<file path="config.mk">
export PLATFORM = sky130hd
export DESIGN_NAME = gdt_ctrl
export DESIGN_NICKNAME = d
export VERILOG_FILES = /design/src/hdl/gdt_pkg.sv /design/src/hdl/gdt_ctrl.sv
export SDC_FILE = /design/constraint.sdc
export NUM_CORES = 1
export LEC_CHECK = 0
export BUFFER_PORTS_ARGS = -buffer_cell sky130_fd_sc_hd__buf_2
export CORE_AREA = 2 2 54 56
export CTS_BUF_LIST = sky130_fd_sc_hd__clkbuf_4
export DETAILED_ROUTE_END_ITERATION = 10
export DIE_AREA = 0 0 56 58
export PLACE_DENSITY = 0.48
export SYNTH_ARGS = -nofsm -noshare
export SYNTH_HDL_FRONTEND = slang
export SYNTH_SLANG_ARGS = --single-unit
export TNS_END_PERCENT = 10
</file>
<file path="constraint.sdc">
create_clock -name clk_i -period 2.1 [get_ports clk_i]
set_input_delay 0.315 -clock clk_i [delete_from_list [all_inputs] [get_ports clk_i]]
set_output_delay 0.315 -clock clk_i [all_outputs]
set_load 0.02 [all_outputs]
</file>
<file path="src/hdl/gdt_pkg.sv">
// Shared types, constants and codes of the grid ray traversal core.
// Used by the top level, gdt_ctrl and gdt_dp; depends on nothing.
package gdt_pkg;

  localparam int MAP_SIDE_DEF = 64;
  localparam int FRAC_BITS    = 8;
  localparam int ONE          = 1 << FRAC_BITS;
  localparam int LIMIT        = 100 << FRAC_BITS;
  localparam int DIST_CAP     = 1 << (10 + FRAC_BITS);

  localparam int ROOT_W     = 48;
  localparam int ROOT_ITERS = 24;
  localparam int MAG_W      = 24;
  localparam int DIV_NW     = 42;
  localparam int LEN_W      = 27;
  localparam int CELL_W     = 9;
  localparam int CNT_W      = 5;

  localparam logic       OP_WRITE       = 1'b0;
  localparam logic       OP_CAST        = 1'b1;
  localparam logic [0:0] CFG_MAP_WIDTH  = 1'b0;
  localparam logic [0:0] CFG_MAP_HEIGHT = 1'b1;

  typedef struct packed {
    logic               operation;
    logic [5:0]         tile_col;
    logic [5:0]         tile_row;
    logic               tile_solid;
    logic [7:0]         tile_texture;
    logic [13:0]        origin_x;
    logic [13:0]        origin_y;
    logic signed [15:0] dir_x;
    logic signed [15:0] dir_y;
  } in_item_t;

  typedef struct packed {
    logic        hit;
    logic [14:0] hit_distance;
    logic [7:0]  hit_texture;
    logic [7:0]  wall_slice;
    logic        x_side;
  } res_item_t;

  typedef enum logic [1:0] {
    DIV_X,
    DIV_Y,
    DIV_HIT
  } div_sel_e;

  typedef enum logic [3:0] {
    ST_CLEAR,
    ST_IDLE,
    ST_SQ,
    ST_ROOT_LD,
    ST_ROOT,
    ST_DX_GO,
    ST_DX_WAIT,
    ST_DY_GO,
    ST_DY_WAIT,
    ST_INIT,
    ST_WALK,
    ST_HMUL,
    ST_HD_GO,
    ST_HD_WAIT,
    ST_FIN
  } state_e;

  typedef struct packed {
    logic     clr_en;
    logic     tile_wr;
    logic     ray_ld;
    logic     sq_en;
    logic     root_ld;
    logic     root_en;
    logic     div_go;
    div_sel_e div_sel;
    logic     cap_x;
    logic     cap_y;
    logic     walk_init;
    logic     walk_en;
    logic     hit_cap;
    logic     hmul_en;
    logic     fin_en;
  } gdt_cmd_t;

  typedef struct packed {
    logic clr_last;
    logic dir_zero;
    logic div_done;
    logic hit_now;
    logic dist_done;
  } gdt_stat_t;

endpackage

</file>
<file path="src/hdl/gdt_ctrl.sv">
// Sequencer of the grid ray traversal core: clear pass, setup, walk, hit point.
// Depends on gdt_pkg; drives gdt_dp through command and status structs.
module gdt_ctrl
  import gdt_pkg::*;
(
  input  logic      clk_i,
  input  logic      rst_ni,
  input  logic      start_i,
  input  logic      op_i,
  input  gdt_stat_t stat_i,
  output gdt_cmd_t  cmd_o,
  output logic      busy_o
);

  state_e            state_q, state_d;
  logic [CNT_W-1:0]  cnt_q, cnt_d;
  logic              accept;

  assign busy_o = (state_q != ST_IDLE);
  assign accept = start_i && (state_q == ST_IDLE);

  always_ff @(posedge clk_i or negedge rst_ni) begin
    if (!rst_ni) begin
      state_q <= ST_CLEAR;
      cnt_q   <= '0;
    end else begin
      state_q <= state_d;
      cnt_q   <= cnt_d;
    end
  end

  always_comb begin
    state_d = state_q;
    cnt_d   = cnt_q;
    cmd_o   = '0;
    cmd_o.div_sel = DIV_X;
    case (state_q)
      ST_CLEAR: begin
        cmd_o.clr_en = 1'b1;
        if (stat_i.clr_last) begin
          state_d = ST_IDLE;
        end
      end
      ST_IDLE: begin
        if (accept) begin
          if (op_i == OP_CAST) begin
            cmd_o.ray_ld = 1'b1;
            state_d = ST_SQ;
          end else begin
            cmd_o.tile_wr = 1'b1;
          end
        end
      end
      ST_SQ: begin
        cmd_o.sq_en = 1'b1;
        state_d = stat_i.dir_zero ? ST_FIN : ST_ROOT_LD;
      end
      ST_ROOT_LD: begin
        cmd_o.root_ld = 1'b1;
        cnt_d   = '0;
        state_d = ST_ROOT;
      end
      ST_ROOT: begin
        cmd_o.root_en = 1'b1;
        cnt_d = cnt_q + CNT_W'(1);
        if (cnt_q == CNT_W'(ROOT_ITERS - 1)) begin
          state_d = ST_DX_GO;
        end
      end
      ST_DX_GO: begin
        cmd_o.div_go  = 1'b1;
        cmd_o.div_sel = DIV_X;
        state_d = ST_DX_WAIT;
      end
      ST_DX_WAIT: begin
        if (stat_i.div_done) begin
          cmd_o.cap_x = 1'b1;
          state_d = ST_DY_GO;
        end
      end
      ST_DY_GO: begin
        cmd_o.div_go  = 1'b1;
        cmd_o.div_sel = DIV_Y;
        state_d = ST_DY_WAIT;
      end
      ST_DY_WAIT: begin
        if (stat_i.div_done) begin
          cmd_o.cap_y = 1'b1;
          state_d = ST_INIT;
        end
      end
      ST_INIT: begin
        cmd_o.walk_init = 1'b1;
        state_d = ST_WALK;
      end
      ST_WALK: begin
        if (stat_i.hit_now) begin
          cmd_o.hit_cap = 1'b1;
          state_d = ST_HMUL;
        end else if (stat_i.dist_done) begin
          state_d = ST_FIN;
        end else begin
          cmd_o.walk_en = 1'b1;
        end
      end
      ST_HMUL: begin
        cmd_o.hmul_en = 1'b1;
        state_d = ST_HD_GO;
      end
      ST_HD_GO: begin
        cmd_o.div_go  = 1'b1;
        cmd_o.div_sel = DIV_HIT;
        state_d = ST_HD_WAIT;
      end
      ST_HD_WAIT: begin
        if (stat_i.div_done) begin
          state_d = ST_FIN;
        end
      end
      ST_FIN: begin
        cmd_o.fin_en = 1'b1;
        state_d = ST_IDLE;
      end
      default: begin
        state_d = ST_IDLE;
      end
    endcase
  end

endmodule

</file>
==> key figures <==
Logic synthesis
  • Synth area leaders: dfrtp_1 (30%), buf_6 (5.9%), nand2_1 (4.5%), nor2_1 (4.5%), nor3_1 (3.3%)
  • Number of distinct library cells after synthesis: 37
  • Yosys top cell area share: 0.297
  • Register area share after synthesis: 0.297
  • Post-synth EDFFs: 0
  • Commonest cells in the netlist: dfrtp_1 (9), nand2_1 (9), nor2_1 (9)
  • Async SR Flop Fraction: 1.00
  • Synth warn: 0
  • Syn avg cell area: 8.72 um2
  • Yosys top cell by area: dfrtp_1
  • Mapped Nets: 97
  • Yosys reg bits: 9
  • Mapped Cells: 87
  • Synth Flop Type: dfrtp_1
  • Post-Syn Area: 758 um2

STA
  • Max Freq: 505 MHz
  • Crit path time final: 1.98 ns
  • Setup skew after layout: 0.00674 ns
  • Max-slew violations: 0
  • Final hold viol count: 0
  • Slew headroom: 0.767
  • Setup tns final: 0 ns
  • Hold_ws: 0.385 ns
  • Worst-Margin Slew: 0.345 ns
  • RSZ-0062 raised after global routing: no
  • Final setup vio count: 0
  • Fin crit share: 0.944

CTS
  • Worst-case clock buffer depth: 2
  • CTS tree: built
  • CTS buffer count: 3
  • Clock transition at the registers of the reported paths: 0.06 ns
  • Worst-Skew Late Latency: 0.26 ns
  • # H-tree levels: 1
  • CTS root buffer: clkbuf_4
  • Clk sink count: 9

Setup path
  • Worst EP required: 1.78 ns
  • CP max FO: 8
  • CP Capture Type: output pin
  • Startpoint Class: flip-flop
  • Crit path kind: flip-flop to output pin
  • Arrival @ worst endpoint: 1.67 ns

Finish
  • Diode count: 0
  • Post-layout nets: 127
  • Final instance area: 958 um2
  • Share of cells above drive strength 1: 0.388
  • Final Non-Filler Cells: 147
  • P&R area growth vs syn: 26.4%

Placed design
  • Dpl cells: 142
  • Final GP Congestion: 0.831
  • Placed inst area: 907 um2
  • IO buf count: 25
  • Post-DP HPWL: 1400 um

Power and ir drop
  • Worst vdd ir: 612 uV
  • Cell Pwr Density: 1490 nW/um2
  • Total Power: 1430 uW
  • P_leak: 0.000483 uW

Floorplanning
  • Row count: 19
  • Top Ports: 26
  • Die area: 3250 um2
  • Die Wd: 56 um
  • Initial cell density of the core: 0.285
  • Placeable Area: 2660 um2
  • Die Ht: 58 um

Routing
  • Routed wire length: 1770 um
  • Routed vias/inst: 5.20
  • ANT nets after route: 0
  • Initial DRC Count: 31
  • Routed vias: 764
  • Wire per inst: 12.0 um
  • DRT Pass-1 Iters: 4
  • DRC viols: 0

Global route
  • Total gr overflow: 0
  • Largest net degree at the start of global routing: 13
  • Vias in the first global route: 673
  • Total global-route track usage: 0.115
  • Initial antenna violation count: 0
  • First-pass GRT wire length: 2930 um

Run status
  • Status: complete, no violations

Hold path
  • Hold Path Class: input port to flip-flop

Flow run
  • Max_cap viols: 0
layer usage:
metal  share of wire  GRT usage
met1            0.45      0.150
met2            0.48      0.180
met3           0.059     0.0379
met4           0.011     0.0408
met5               0          0
cell usage in the layout, fill, tap and decap left out, types with 2 or more instances in the layout:
master / n
buf_2: 25
nand4_1: 2
nand2b_1: 3
o21ai_0: 2
nor3_1: 5
nand3_1: 2
nor4b_4: 2
nand2_1: 9
and3_1: 2
buf_4: 5
dfrtp_2: 2
inv_1: 5
nor2_1: 9
dfrtp_1: 7
a22o_1: 2
o21ai_1: 5
clkbuf_4: 4
mux2i_1: 2
nor2b_1: 3
where the power goes:
part | internal, uW | switching, uW | leakage [uW]
registers | 246 | 157 | 0.000114
clock network | 86.0 | 57.6 | 0.0000184
logic | 411 | 467 | 0.000351
total | 743 | 682 | 0.000483
worst paths after layout:
check | start | endpoint | slack [ns] | cells after the start
min reg2reg | cnt_q[4] | cnt_q[4] | 0.48 | 1
min | stat_i[3] | state_q[3] | 0.39 | 3
max in group asynchronous | rst_ni | state_q[3] | 1.46 | 2
min in group asynchronous | rst_ni | state_q[2] | 0.44 | 2
max reg2reg | state_q[2] | state_q[0] | 0.34 | 4
max | state_q[2] | cmd_o[3] | 0.12 | 4
through the flow:
stage	setup WS (ns)	utilization
2_1_floorplan	0.0328	-
3_3_place_gp	0.336	0.341
3_5_place_dp	0.287	0.341
4_1_cts	0.0654	0.356
5_1_grt	0.0352	0.360
6_report	0.119	0.360
critical path, cell delays in order, from the launching register on:
cell and delay, ns:
dfrtp_1 0.49, nand2b_4 0.20, or4_4 0.50, inv_1 0.06, buf_2 0.15
registers in the layout, summed over array words and instances, names as in the netlist:
signal   flops
state_q      4
cnt_q        5
cell families after synthesis:
family	count (synthesis)	share of synthesized area
buffers and inverters	12	0.0990
multiplexers	4	0.0611
adder cells (fa/ha/maj)	1	0.0165
XOR/XNOR	1	0.0116
AO/OA/AOI/OAI	17	0.173
AND/OR/NAND/NOR	43	0.342
flip-flops	9	0.297
repair_timing:
action | 4_1_cts | 5_1_grt
setup endpoints to repair | 0 | 4
resized for setup | 0 | 3
buffers inserted | 0 | 0
hold buffers | 1 | 0
hold endpoints to repair | 9 | 0
cell type report:
class | count | area (um2)
Tap cell | 31 | 38.8
Fill cell | 282 | 1700
Sequential cell | 9 | 228
Timing Repair Buffer | 31 | 173
Inverter | 6 | 22.5
Multi-Input combinational cell | 66 | 467
Clock buffer | 4 | 30.0
(Power assumes the default switching activity.)
